**src/rtl/keyed_counter_least_select_top_defines.svh**
```systemverilog
// ---------------------------------------------------------------------------
// keyed_counter_least_select_top_defines
// Assertion macros shared by the keyed counter table.
// ---------------------------------------------------------------------------
`ifndef KEYED_COUNTER_LEAST_SELECT_TOP_DEFINES_SVH
`define KEYED_COUNTER_LEAST_SELECT_TOP_DEFINES_SVH

// same-cycle implication, checked outside reset
`define KCLS_ASSERT_IMP(label, pre, post, msg) \
  label: assert property (@(posedge clk) disable iff (!rst_n) (pre) |-> (post)) \
    else $error(msg);

// next-cycle implication, checked outside reset
`define KCLS_ASSERT_NXT(label, pre, post, msg) \
  label: assert property (@(posedge clk) disable iff (!rst_n) (pre) |=> (post)) \
    else $error(msg);

`endif

```
**src/rtl/kcls_pkg.sv**
```systemverilog
// ---------------------------------------------------------------------------
// kcls_pkg
// Shared types and constants of the keyed counter table.
// ---------------------------------------------------------------------------
`timescale 1ns / 1ps
`default_nettype none

package kcls_pkg;

  localparam int KEY_W   = 48;
  localparam int TOTAL_W = 20;

  localparam logic [TOTAL_W-1:0] TOTAL_MAX = '1;

  typedef enum logic [1:0] {
    FN_COUNT  = 2'd0,
    FN_TOUCH  = 2'd1,
    FN_REMOVE = 2'd2,
    FN_CLEAR  = 2'd3
  } func_t;

  // control word that travels along the cell row
  typedef struct packed {
    logic act;   // wave present at this cell
    logic ph2;   // 0: key search pass, 1: update and reduce pass
    logic hit;   // key found in the table
    logic ins;   // insert still waiting for a free slot
    logic fnd;   // at least one valid entry seen so far
  } wave_t;

endpackage

`default_nettype wire

```
**src/rtl/kcls_cell.sv**
```systemverilog
// ---------------------------------------------------------------------------
// kcls_cell
// One table entry: holds key, tally and valid bit, applies the command when
// the update wave passes, and folds itself into the running minimum and sum.
// ---------------------------------------------------------------------------
`timescale 1ns / 1ps
`default_nettype none

module kcls_cell #(
  parameter int TALLY_WIDTH = 16
) (
  input  wire                              clk,
  input  wire                              rst_n,
  input  kcls_pkg::func_t                  cmd_func,
  input  wire [kcls_pkg::KEY_W-1:0]        cmd_key,
  input  kcls_pkg::wave_t                  wave_in,
  input  wire [kcls_pkg::KEY_W-1:0]        lkey_in,
  input  wire [TALLY_WIDTH-1:0]            ltally_in,
  input  wire [kcls_pkg::TOTAL_W-1:0]      total_in,
  output kcls_pkg::wave_t                  wave_out,
  output logic [kcls_pkg::KEY_W-1:0]       lkey_out,
  output logic [TALLY_WIDTH-1:0]           ltally_out,
  output logic [kcls_pkg::TOTAL_W-1:0]     total_out
);
  import kcls_pkg::*;

  localparam int SUM_W = ((TALLY_WIDTH > TOTAL_W) ? TALLY_WIDTH : TOTAL_W) + 1;
  localparam logic [TALLY_WIDTH-1:0] TALLY_MAX = '1;
  localparam logic [TALLY_WIDTH-1:0] TALLY_ONE = TALLY_WIDTH'(1);

  logic                   valid_r, valid_nxt;
  logic [TALLY_WIDTH-1:0] tally_r, tally_nxt;
  logic [KEY_W-1:0]       key_r, key_nxt;
  wave_t                  wave_r, wave_nxt;
  logic [KEY_W-1:0]       lkey_r, lkey_nxt;
  logic [TALLY_WIDTH-1:0] ltally_r, ltally_nxt;
  logic [TOTAL_W-1:0]     total_r, total_nxt;

  logic             match;
  logic             upd;
  logic             ins_nxt;
  logic             take;
  logic [SUM_W-1:0] sum;

  assign match = valid_r && (key_r == cmd_key);
  assign upd   = wave_in.act && wave_in.ph2;

  always_comb begin
    valid_nxt = valid_r;
    tally_nxt = tally_r;
    key_nxt   = key_r;
    ins_nxt   = wave_in.ins;
    if (upd) begin
      case (cmd_func)
        FN_COUNT, FN_TOUCH: begin
          if (match) begin
            if ((cmd_func == FN_COUNT) && (tally_r != TALLY_MAX)) begin
              tally_nxt = tally_r + TALLY_ONE;
            end
          end else if (wave_in.ins && !valid_r) begin
            valid_nxt = 1'b1;
            key_nxt   = cmd_key;
            tally_nxt = (cmd_func == FN_COUNT) ? TALLY_ONE : '0;
            ins_nxt   = 1'b0;
          end
        end
        FN_REMOVE: begin
          if (match) begin
            valid_nxt = 1'b0;
            tally_nxt = '0;
          end
        end
        FN_CLEAR: begin
          valid_nxt = 1'b0;
          tally_nxt = '0;
        end
        default: begin
          valid_nxt = valid_r;
        end
      endcase
    end
  end

  // fold this entry into the running minimum and saturating sum
  assign sum  = SUM_W'(total_in) + SUM_W'(tally_nxt);
  assign take = valid_nxt && (!wave_in.fnd || (tally_nxt < ltally_in) ||
                ((tally_nxt == ltally_in) && (key_nxt < lkey_in)));

  always_comb begin
    wave_nxt     = wave_in;
    lkey_nxt     = lkey_in;
    ltally_nxt   = ltally_in;
    total_nxt    = total_in;
    wave_nxt.ins = ins_nxt;
    if (wave_in.act && !wave_in.ph2) begin
      wave_nxt.hit = wave_in.hit | match;
    end
    if (upd && valid_nxt) begin
      wave_nxt.fnd = 1'b1;
      total_nxt    = (sum > SUM_W'(TOTAL_MAX)) ? TOTAL_MAX : sum[TOTAL_W-1:0];
      if (take) begin
        lkey_nxt   = key_nxt;
        ltally_nxt = tally_nxt;
      end
    end
  end

  always_ff @(posedge clk) begin
    if (!rst_n) begin
      valid_r <= 1'b0;
      tally_r <= '0;
      wave_r  <= '0;
    end else begin
      valid_r <= valid_nxt;
      tally_r <= tally_nxt;
      wave_r  <= wave_nxt;
    end
  end

  always_ff @(posedge clk) begin
    key_r    <= key_nxt;
    lkey_r   <= lkey_nxt;
    ltally_r <= ltally_nxt;
    total_r  <= total_nxt;
  end

  assign wave_out   = wave_r;
  assign lkey_out   = lkey_r;
  assign ltally_out = ltally_r;
  assign total_out  = total_r;

endmodule

`default_nettype wire

```
**config.mk**
```make
export PLATFORM = sky130hd
export DESIGN_NAME = kcls_cell
export DESIGN_NICKNAME = d
export VERILOG_FILES = /design/src/rtl/keyed_counter_least_select_top_defines.svh /design/src/rtl/kcls_pkg.sv /design/src/rtl/kcls_cell.sv
export SDC_FILE = /design/constraint.sdc
export NUM_CORES = 1
export LEC_CHECK = 0
export ABC_CLOCK_PERIOD_IN_PS = 9200
export BUFFER_PORTS_ARGS = -buffer_cell sky130_fd_sc_hd__buf_2
export CAP_MARGIN = 25
export CORE_ASPECT_RATIO = 1.75
export CORE_MARGIN = 2
export CORE_UTILIZATION = 35
export DETAILED_ROUTE_END_ITERATION = 10
export PLACE_DENSITY = 0.62
export SLEW_MARGIN = 20
export SYNTH_ARGS = -nofsm -noshare
export SYNTH_HDL_FRONTEND = slang
export SYNTH_SLANG_ARGS = --single-unit
```
**constraint.sdc**
```tcl
create_clock -name clk -period 9.2 [get_ports clk]
set_input_delay 1.38 -clock clk [delete_from_list [all_inputs] [get_ports clk]]
set_output_delay 1.38 -clock clk [all_outputs]
set_load 0.01 [all_outputs]
```
# Yosys cells after proc, flatten, opt, wreduce, memory -nomap -nowiden
# Index checks and enable logic that the tools add are counted.
# classes
bitwise_logic	1
n_lt_le_gt_ge	3
reduce_logical	15
mux	28
eq_ne	6
add_sub_neg	2
# op_table
operator	count
two-way mux 48 bit	6
two-way mux 16 bit	7
== test 48 bit	1
less-than comparator 48 bit	1
case mux 16 bit (3 select lines)	1
two-way mux 20 bit	2
adder 20 x 16 -> 21 bit	1
greater-than comparator 21 x 20 -> 1 bit, second input constant	1
adder 16 x 1 -> 16 bit, second input constant	1
== test 16 bit	1
less-than comparator 16 bit	1
!= test 16 bit, second input constant	1
two-way mux 1 bit	11
logical AND 1 bit	8
== test 2 bit, second input constant	2
logical NOT 1 bit	3
case mux 1 bit (3 select lines)	1
== test 2 x 1 -> 1 bit, second input constant	1
logical NOT 2 bit	1
logical OR 1 bit	2
OR reduction 2 bit	1
bitwise OR 1 bit	1
# word_totals
inputBits	141
register_bits	154

# Longest topological paths before layout
# Gate-level depths: netlist of run 1.
# depth
ltp_word	12
ltp_mapped	20
depth_no_buf	18

# Worst setup path after synthesis of run 1
# No wires, ideal clock.
# synth_timing
path_kind	input port to flip-flop
from	input port cmd_key[44] in the netlist's numbering
to	register total_r[10] (netlist: total_out[10])
setup_slack_ps	3773
t_required_ps	9083
path_stages	19
arrival_time_ps	5310
n_path_buf	2
setup_time_ps	117
cell_sequence	xor2_1 nor4_1 nand4_1 nor4b_4 o311ai_1 buf_2 o21ai_1 o21ai_1 ha_1 fa_1 a211oi_1 nor2_1 nor3_1 o211ai_1 a31o_2 a31oi_1 o21ai_1 clkbuf_1 o22a_1
# synth_via
elab_chain_cells	9
elab_cells_between_ends	15
classes_between	add/sub (1); order compare (1); eq/ne (1); mux (10); reduce/logical (2)
# synth_lines
item	line_no	rtl
start, declared	kcls_cell.sv:15	input wire [kcls_pkg::KEY_W-1:0] cmd_key,
== test 48 bit *	kcls_cell.sv:45	assign match = valid_r && (key_r == cmd_key);
logical AND 1 bit *	kcls_cell.sv:45	
two-way mux 16 bit, on equally long branches	kcls_cell.sv:68, kcls_cell.sv:56	
case mux 16 bit (3 select lines) *	kcls_cell.sv:54	case (cmd_func)
two-way mux 16 bit *	kcls_cell.sv:53	if (upd) begin
net tally_nxt[0]	kcls_cell.sv:32	logic [TALLY_WIDTH-1:0] tally_r, tally_nxt;
adder 20 x 16 -> 21 bit *	kcls_cell.sv:85	assign sum = SUM_W'(total_in) + SUM_W'(tally_nxt);
greater-than comparator 21 x 20 -> 1 bit	kcls_cell.sv:100	total_nxt = (sum > SUM_W'(TOTAL_MAX)) ? TOTAL_MAX : sum[TOTAL_W-1:0];
two-way mux 20 bit *	kcls_cell.sv:100	
two-way mux 20 bit *	kcls_cell.sv:98	if (upd && valid_nxt) begin
net total_nxt[10]	kcls_cell.sv:37	logic [TOTAL_W-1:0] total_r, total_nxt;
end signal, assigned	kcls_cell.sv:124	total_r <= total_nxt;
end, declared	kcls_cell.sv:37	
# Mark *: on every way through the listed nets, which the timed path passes. The rest lies on a longest branch.
# A chain may end at the register's enable or synchronous reset.

# Final worst setup path of run 1
# layout_timing
from	input port cmd_key[33] in the netlist's numbering
to	register lkey_r[15] (netlist: lkey_out[15])
# layout_via
elab_chain_cells	11
elab_cells_between_ends	24
classes_between	order compare (2); eq/ne (2); mux (14); reduce/logical (6)
# layout_lines
item	line_no	rtl
== test 48 bit *	kcls_cell.sv:45	
logical AND 1 bit *	kcls_cell.sv:45	
two-way mux 16 bit, on equally long branches	kcls_cell.sv:68, kcls_cell.sv:56	
case mux 16 bit (3 select lines) *	kcls_cell.sv:54	
two-way mux 16 bit *	kcls_cell.sv:53	
net tally_nxt[12]	kcls_cell.sv:32	
less-than comparator 16 bit or == test 16 bit (tied branches)	kcls_cell.sv:86, kcls_cell.sv:87	
logical OR 1 bit or logical AND 1 bit (tied branches)	kcls_cell.sv:86, kcls_cell.sv:87	
logical OR 1 bit *	kcls_cell.sv:86	assign take = valid_nxt && (!wave_in.fnd || (tally_nxt < ltally_in) ||
logical AND 1 bit *	kcls_cell.sv:86	
two-way mux 48 bit *	kcls_cell.sv:101	if (take) begin
two-way mux 48 bit *	kcls_cell.sv:98	
net lkey_nxt[15]	kcls_cell.sv:35	logic [KEY_W-1:0] lkey_r, lkey_nxt;
end signal, assigned	kcls_cell.sv:122	lkey_r <= lkey_nxt;
end, declared	kcls_cell.sv:35	
# Marked as above.

==> reports/metrics.cfg, run 1 <==
[critical_path]
r2r_start=tally_r[0]
rrSetupSlack_ps=3300
r2r-end=lkey_out[15]
end_kind=flip-flop
critical_path_class=in -> reg
crit_fanout=19
cp.arrival_ps=6820
rr_worst_depth=19
cp-start-kind=primary input
required_ps=9520

[clock_tree]
ctsResizeCount=0
clock_sinks=154
path_clk_slew_ps=60
post_cts.repair.setup_buffers=0
cts_tree=yes
clock_latency_ps=440
clk_path_buf_depth=2
cts_buffers=17
ctsHoldBuffers=0
htree_levels=4
root_buffer=clkbuf_16

[status]
status=finished clean

[power]
pwr-share-seq=0.408
p_leak_nw=4.98
vdd_drop_max_mv=0.167
p_switching_mw=0.548
intPower_mw=1.37
clkPwrFrac=0.375
power_density_nw_per_um2=184
swShare=0.285
combPwrFrac=0.216

[logic_synthesis]
syn_inst=834
ys.warnings.count=0
synth_edf_count=0
synthAdderAreaFrac=0.122
synth.area.mux_share=0.159
ys_types=60
syn-num-nets=1056
synthSimpleGateAreaFrac=0.117
synth_ff_type=dfxtp_1
synth.yosys.seq_area_share=0.370
synth_xor_area_frac=0.0651
syn_avg_cell_area_um2=9.99
ys_ff_latch=154
synth_top_family_by_area=multiplexers
syn_area_um2=8340
synthArstFlopShare=0
synth_compound_gate_area_share=0.118

[sta]
period_share=0.706
setup_viol_count_final=0
fmax_mhz=154
final.setup.worst_slack_ps=2700
relSlewSlack=0.376
drv_slew=0
rsz0062_at_grt=no
skew_ps=7.51
tns_ps=0
min_period_ps=6500
hold_viol_final=0
worstMarginPinSlew_ps=934

[floorplan]
ioPinCount=230
core_area_um2=23300
dieArea_um2=25100
die_w_um=121
initial_core_util=0.357
chipHeight_um=208
num_rows=74

[cells_and_area]
fin_util=0.448
area_growth_pct=25.3
fin_area_um2=10400
final_nets=1295
final_layout_size_suffix_gt1_frac=0.345

[placement]
dp_hpwl_um=20900
portBuffers=229
dp_slack_ps=1350
dpl_cell_area_um2=9810
gp_congestion=0.914

[min_path]
holdCritPathClass=reg -> reg
worstHoldPathCells=1
hold-path-endpoint=key_r[38]
worstHoldStart=key_r[38]

[global_route]
grt_max_degree=30
grt_first_pass_wirelength_um=38700
track_usage=0.205
grt_pass1_vias=7174
overflow=0
antenna_found_initial=4

[route]
dr.pass1.iters=5
drt-total-wl_um=25400
drc=0
viasPerCell=5.07
drtAntennaViolNets=0
wl_per_cell_um=18.3
dr_total_vias=7063
drt_iter0_drc=282

[flow_run]
drv_cap=0

-- cells in the final DEF, fill, tap and decap left out, types with 24 or more instances in the layout --
cell / Yosys / final
a21oi_1: 36 / 36
buf_2: 5 / 229
dfxtp_1: 154 / 154
ha_1: 80 / 80
inv_1: 74 / 74
mux2_2: 96 / 96
nand2_1: 30 / 30
nor2_1: 38 / 38
xnor2_1: 24 / 24
xor2_1: 38 / 38
-- synth_stat cells, types with 3 or more instances --
library cell  count  area (um^2)
nor2_1           38          143
ha_1             80         1000
o2111ai_1         3         26.3
clkbuf_1          6         22.5
buf_2             5         25.0
nand4_1          21          131
o22a_1           14          123
or3_1             5         31.3
a211o_1           3         26.3
o21a_1            4         30.0
nor3_1            7         35.0
a31oi_1          14         87.6
nand2_1          30          113
mux2_1           17          191
xnor2_1          24          210
mux2i_1           4         40.0
dfxtp_1         154         3080
mux2_2           96         1080
a21o_1           11         82.6
nand2b_1          3         18.8
a211oi_1          6         45.0
and3_1           12         75.1
nand3_1          18         90.1
and2_1           17          106
buf_6             6         67.6
xor2_1           38          333
and4_1            5         43.8
nor4_1            9         56.3
o21ai_1           8         40.0
a21oi_1          36          180
o21ai_0          23          115
o211ai_1          8         60.1
inv_1            74          278
-- worst max-delay path, stage by stage --
cell      delay [ps]
buf_2            110
xnor2_1          410
nand4_1          170
nor4_1           350
clkbuf_2         240
nor4b_4          200
buf_4            250
o311ai_1         210
buf_4            230
a221o_1          430
ha_1             330
nand4_1          100
nor2_1           180
nand3_1          110
nor4b_1          520
o211ai_1         210
nor3_1           440
o31ai_4          150
buf_6            200
buf_4            230
mux2_1           340
-- routing by layer --
metal	vias up	GRT usage	wire, um
met5	-	0	7
met4	2	0.105	1190
met3	53	0.0466	1230
met2	221	0.401	14400
met1	3304	0.191	8660
li1	3483	-	-
-- power groups by stage --
stage               logic, mW  registers [mW]  clock network [mW]
floorplan               0.250           0.807                   0
global placement        0.419           0.797                   0
detailed placement      0.423           0.800                   0
CTS                     0.426           0.785               0.740
global route            0.469           0.792               0.766
finish                  0.416           0.784               0.722
-- final cells by class --
cell class	instances	area, um^2
Antenna cell	3	7.51
Clock buffer	21	450
Clock inverter	11	146
Fill cell	2325	12900
Inverter	74	278
Multi-Input combinational cell	587	4870
Sequential cell	154	3080
Tap cell	304	380
Timing Repair Buffer	239	1220
-- kinds of logic after synthesis --
| logic type | after synthesis |
|---|---|
| muxes | 118 |
| adders and majority gates | 81 |
| buffers and inverters | 93 |
| xor gates and xnor gates | 62 |
| and+or+nand+nor | 179 |
| DFF | 154 |
| AOI/OAI and AO/OA | 147 |
-- worst max path at each step --
stage,from,to,slack (ps),cells after the start
after global placement,cmd_key[33],ltally_out[2],1480,18
final,cmd_key[33],lkey_out[15],2700,21
after global routing,cmd_key[33],lkey_out[25],2160,21
after detailed placement,cmd_key[33],ltally_out[12],1350,18
after floorplan,cmd_key[44],total_out[10],3770,19
after CTS,cmd_key[33],ltally_out[5],1780,18
-- sequential cells by signal, summed over array words and instances, names as in the netlist --
signal	flops
ltally_out	16
lkey_out	48
tally_r	16
total_out	20
wave_out	5
valid_r	1
key_r	48
-- per-stage QoR --
step / instances / hold slack (ps) / power [mW]
global route: 1393 / 558 / 2.03
detailed placement: 1355 / 527 / 1.22
CTS: 1387 / 541 / 1.95
finish: 1393 / 538 / 1.92
floorplan: 834 / 487 / 1.06
global placement: 1355 / 517 / 1.22
(Power assumes the default switching activity.)
==> run 2: changes to the inputs <==
- ABC_CLOCK_PERIOD_IN_PS: 9200 -> 6700
- clock period: 9.2 -> 6.7 ns (I/O delays scaled with it)
==> reports/metrics.cfg, run 2 (synthesis gave the netlist of run 1 again) <==
[critical_path]
end_kind=flip-flop
critical_path_depth=19
r2r-end=lkey_out[8]
rrSetupSlack_ps=1180
r2r_start=tally_r[0]
cp_slowest_stage_delay_ps=600
cp_slowest_cell=o31ai_4
required_ps=7040
rr_worst_depth=17
cp-start-kind=primary input
path_cells=buf_2 -> xor2_1 -> nor4_1 -> buf_4 -> nand4_1 -> nor4b_4 -> buf_4 -> and2_1 -> a41oi_1 -> a221o_1 -> ha_1 -> nand4_1 -> nor2_1 -> nand4_1 -> o21ai_0 -> o221ai_1 -> o31ai_4 -> buf_4 -> mux2_2
cp.arrival_ps=6050
critPathCapture=lkey_out[8]
crit_fanout=17
critical_path_class=in -> reg
critical_path.top_delay_family=simple AND/OR/NAND/NOR gates
crit_buf_inv=4
worstSetupStartpoint=cmd_key[46]

[floorplan]
core_area_um2=23300
chipHeight_um=208
dieArea_um2=25100
initial_core_util=0.357
num_rows=74
ioPinCount=230
die_w_um=121

[global_route]
grt_max_degree=49
grt_first_pass_wirelength_um=39000
track_usage=0.208
overflow=0
grt_pass1_vias=7286
antenna_found_initial=4

[route]
dr.pass1.iters=5
drt_iter0_drc=350
viasPerCell=5.04
drt-total-wl_um=25800
dr_total_vias=7120
drtAntennaViolNets=0
drc=0
wl_per_cell_um=18.2

[sta]
setup_viol_count_final=0
rsz0062_at_grt=no
period_share=0.852
worstMarginPinSlew_ps=946
drv_slew=0
skew_ps=12.5
min_period_ps=5710
hold_viol_final=0
fmax_mhz=175
relSlewSlack=0.369
tns_ps=0

[clock_tree]
ctsResizeCount=0
post_cts.repair.setup_buffers=0
path_clk_slew_ps=60
clock_sinks=154
ctsHoldBuffers=0
cts_tree=yes
clk_path_buf_depth=2
cts_buffers=17
root_buffer=clkbuf_16
clock_latency_ps=450
htree_levels=4

[power]
power_density_nw_per_um2=249
swShare=0.296
intPower_mw=1.87
p_leak_nw=5.12
combPwrFrac=0.222
pwr-share-seq=0.406
clkPwrFrac=0.371
p_switching_mw=0.784
vdd_drop_max_mv=0.179
p_total_mw=2.65

[placement]
dp_hpwl_um=21200
placed_cells=1379
portBuffers=229
gp_congestion=0.896

[cells_and_area]
final_nets=1317
fill_cells=2325
fin_cells=1414
fin_util=0.457
layout_common_cells=buf_2, dfxtp_1, mux2_2
final_layout_size_suffix_gt1_frac=0.361
layout_commonest_cell=buf_2
area_growth_pct=27.8

[min_path]
holdCritPathClass=reg -> reg

[flow_run]
drv_cap=0

[status]
status=finished clean

-- run 2: cell count changes in the layout (fill, tap and decap cells not counted), sizes merged --
cell      previous run  this run
bufinv               3         2
diode                3         2
clkbuf              22        18
buf                238       261
inv                 74        79
clkinvlp             5         3
clkinv               3         4
-- run 2: final cells by class --
cell class | instances | area (um^2) | share of cell area
well taps | 304 | 380 | 0.0357
clock inverters | 14 | 158 | 0.0148
repair buffers | 261 | 1430 | 0.135
inverters | 74 | 278 | 0.0261
multi-input cells | 587 | 4870 | 0.458
clock buffers | 18 | 439 | 0.0412
flip-flops and latches | 154 | 3080 | 0.289
diodes | 2 | 5.00 | 0.000470
-- run 2: worst min-delay path by stage --
stage              start   endpoint  slack, ps  cells past startpoint
3_3_place_gp    key_r[3]   key_r[3]        520                      1
2_1_floorplan    valid_r    valid_r        490                      2
4_1_cts        key_r[30]  key_r[30]        540                      1
3_5_place_dp   key_r[30]  key_r[30]        530                      1
5_1_grt         key_r[1]   key_r[1]        560                      1
6_report       key_r[30]  key_r[30]        540                      1
-- run 2: power by group through the flow --
stage	clock network (mW)	logic [mW]	registers [mW]
final	0.984	0.589	1.08
after global routing	1.05	0.660	1.09
after CTS	1.01	0.603	1.08
after detailed placement	0	0.598	1.10
after global placement	0	0.592	1.09
after floorplan	0	0.343	1.11
-- run 2: per-layer routing --
layer | wire (um) | GRT usage | part of all wire | up-vias
li1 | - | - | - | 3539
met1 | 8620 | 0.190 | 0.33 | 3298
met2 | 14700 | 0.410 | 0.57 | 229
met3 | 1370 | 0.0562 | 0.053 | 50
met4 | 1070 | 0.0974 | 0.041 | 4
met5 | 18 | 0 | 0.00070 | -
-- run 2: stage by stage --
stage	setup slack, ps	area (um^2)	hold slack [ps]
floorplan	1650	8340	487
global placement	435	10000	520
detailed placement	428	10000	529
CTS	872	10600	545
global route	633	10700	558
finish	991	10700	540
==> run 3: changes to the inputs <==
==> constraint.sdc (replaced) <==
create_clock -name clk -period 6.7 [get_ports clk]
set_input_delay 0.335 -clock clk [delete_from_list [all_inputs] [get_ports clk]]
set_output_delay 0.335 -clock clk [all_outputs]
set_load 0.01 [all_outputs]
==> reports/metrics.cfg, run 3 (synthesis gave the netlist of run 1 again) <==
[status]
status=finished clean

[placement]
portBuffers=229
dp_hpwl_um=20900
placed_cells=1363
gp_congestion=0.891

[critical_path]
crit_buf_inv=1
end_kind=flip-flop
crit_fanout=26
cp-start-kind=flip-flop
cp_slowest_stage_delay_ps=800
required_ps=7030
path_cells=ha_1 -> and3_1 -> and2_1 -> and4_1 -> a311oi_2 -> and2_1 -> a41oi_1 -> a221o_1 -> ha_1 -> nand4_1 -> nor2_1 -> nand3_1 -> nor4b_1 -> o211ai_1 -> nor3_1 -> o31ai_4 -> buf_4 -> mux2_1
cp.arrival_ps=5820
cp_slowest_cell=a311oi_2
critical_path_class=reg -> reg
critical_path.top_delay_family=simple AND/OR/NAND/NOR gates

[cells_and_area]
final_nets=1300
area_growth_pct=26.5
layout_common_cells=buf_2, dfxtp_1, mux2_2
final_layout_size_suffix_gt1_frac=0.349
fin_util=0.452
layout_commonest_cell=buf_2
fin_cells=1398

[global_route]
grt_pass1_vias=7315
antenna_found_initial=4
overflow=0
grt_max_degree=29
track_usage=0.209
grt_first_pass_wirelength_um=39200

[power]
p_total_mw=2.74
power_density_nw_per_um2=260
p_leak_nw=5.04
vdd_drop_max_mv=0.162

[sta]
fmax_mhz=182
skew_ps=8.65
period_share=0.820
relSlewSlack=0.408
setup_viol_count_final=0
hold_viol_final=0
rsz0062_at_grt=no
drv_slew=0
worstMarginPinSlew_ps=866
min_period_ps=5500
tns_ps=0

[clock_tree]
cts_tree=yes
htree_levels=4
cts_buffers=17
clock_latency_ps=450
post_cts.repair.setup_buffers=0
path_clk_slew_ps=60
root_buffer=clkbuf_16
clock_sinks=154
ctsResizeCount=0
clk_path_buf_depth=2
ctsHoldBuffers=0

[route]
wl_per_cell_um=18.3
dr_total_vias=7102
met1Wirelength_um=8740
drtAntennaViolNets=0
dr.max_layer_used=met5
viasPerCell=5.08
drt-total-wl_um=25600
dr.pass1.iters=5
wl_met2_um=14800
drc=0
wl_met3_um=1220
drt_iter0_drc=346

[floorplan]
num_rows=74
ioPinCount=230
die_w_um=121
chipHeight_um=208
core_area_um2=23300
initial_core_util=0.357
dieArea_um2=25100

[flow_run]
drv_cap=0

[min_path]
holdCritPathClass=in -> reg

run 3: cell types whose count changed in the layout (fill, tap and decap cells not counted), moves of 2 or more:
| cell | change |
|---|---|
| buf_12 | -3 |
| inv_6 | -4 |
| clkbuf_1 | +2 |
| bufinv_16 | +3 |
| buf_4 | -13 |
| clkinv_4 | -3 |
run 3: area by class of cell:
cell class,count,area [um^2]
clock buffer,21,460
timing repair buffer,244,1270
multi-input combinational,587,4870
inverter,74,278
fill,2357,12800
clock inverter,11,191
sequential,154,3080
antenna,3,7.51
tap,304,380
run 3: stage by stage:
stage | worst slack (ps) | hold slack [ps] | cell area [um^2]
after floorplan | 2280 | 451 | 8340
after global placement | 1080 | 511 | 9890
after detailed placement | 1020 | 528 | 9890
after CTS | 1150 | 93.9 | 10500
after global routing | 767 | 96.7 | 10500
final | 1200 | 117 | 10500
run 3: layer usage:
layer / vias to the layer above / global-route usage
met5: - / 0
met3: 48 / 0.0466
li1: 3489 / -
met2: 214 / 0.417
met1: 3349 / 0.194
met4: 2 / 0.0926
run 3: worst paths after layout:
kind	start	end	slack, ps	cells past startpoint
setup / recovery	tally_r[0]	ltally_out[14]	1200	18
hold / removal	lkey_in[14]	lkey_out[14]	120	2
setup reg to reg	tally_r[0]	ltally_out[14]	1200	18
hold reg to reg	key_r[8]	key_r[8]	540	1
run 3: worst register-to-register path, stage by stage, from the launching register on:
cell,delay (ps)
dfxtp_1,360
ha_1,240
and3_1,200
and2_1,180
and4_1,260
a311oi_2,800
and2_1,370
a41oi_1,140
a221o_1,390
ha_1,340
nand4_1,100
nor2_1,190
nand3_1,100
nor4b_1,440
o211ai_1,180
nor3_1,340
o31ai_4,100
buf_4,270
mux2_1,370
run 3: where the power goes:
group	switching, mW	internal [mW]
clock	0.402	0.680
sequential	0.0524	1.02
combinational	0.309	0.272
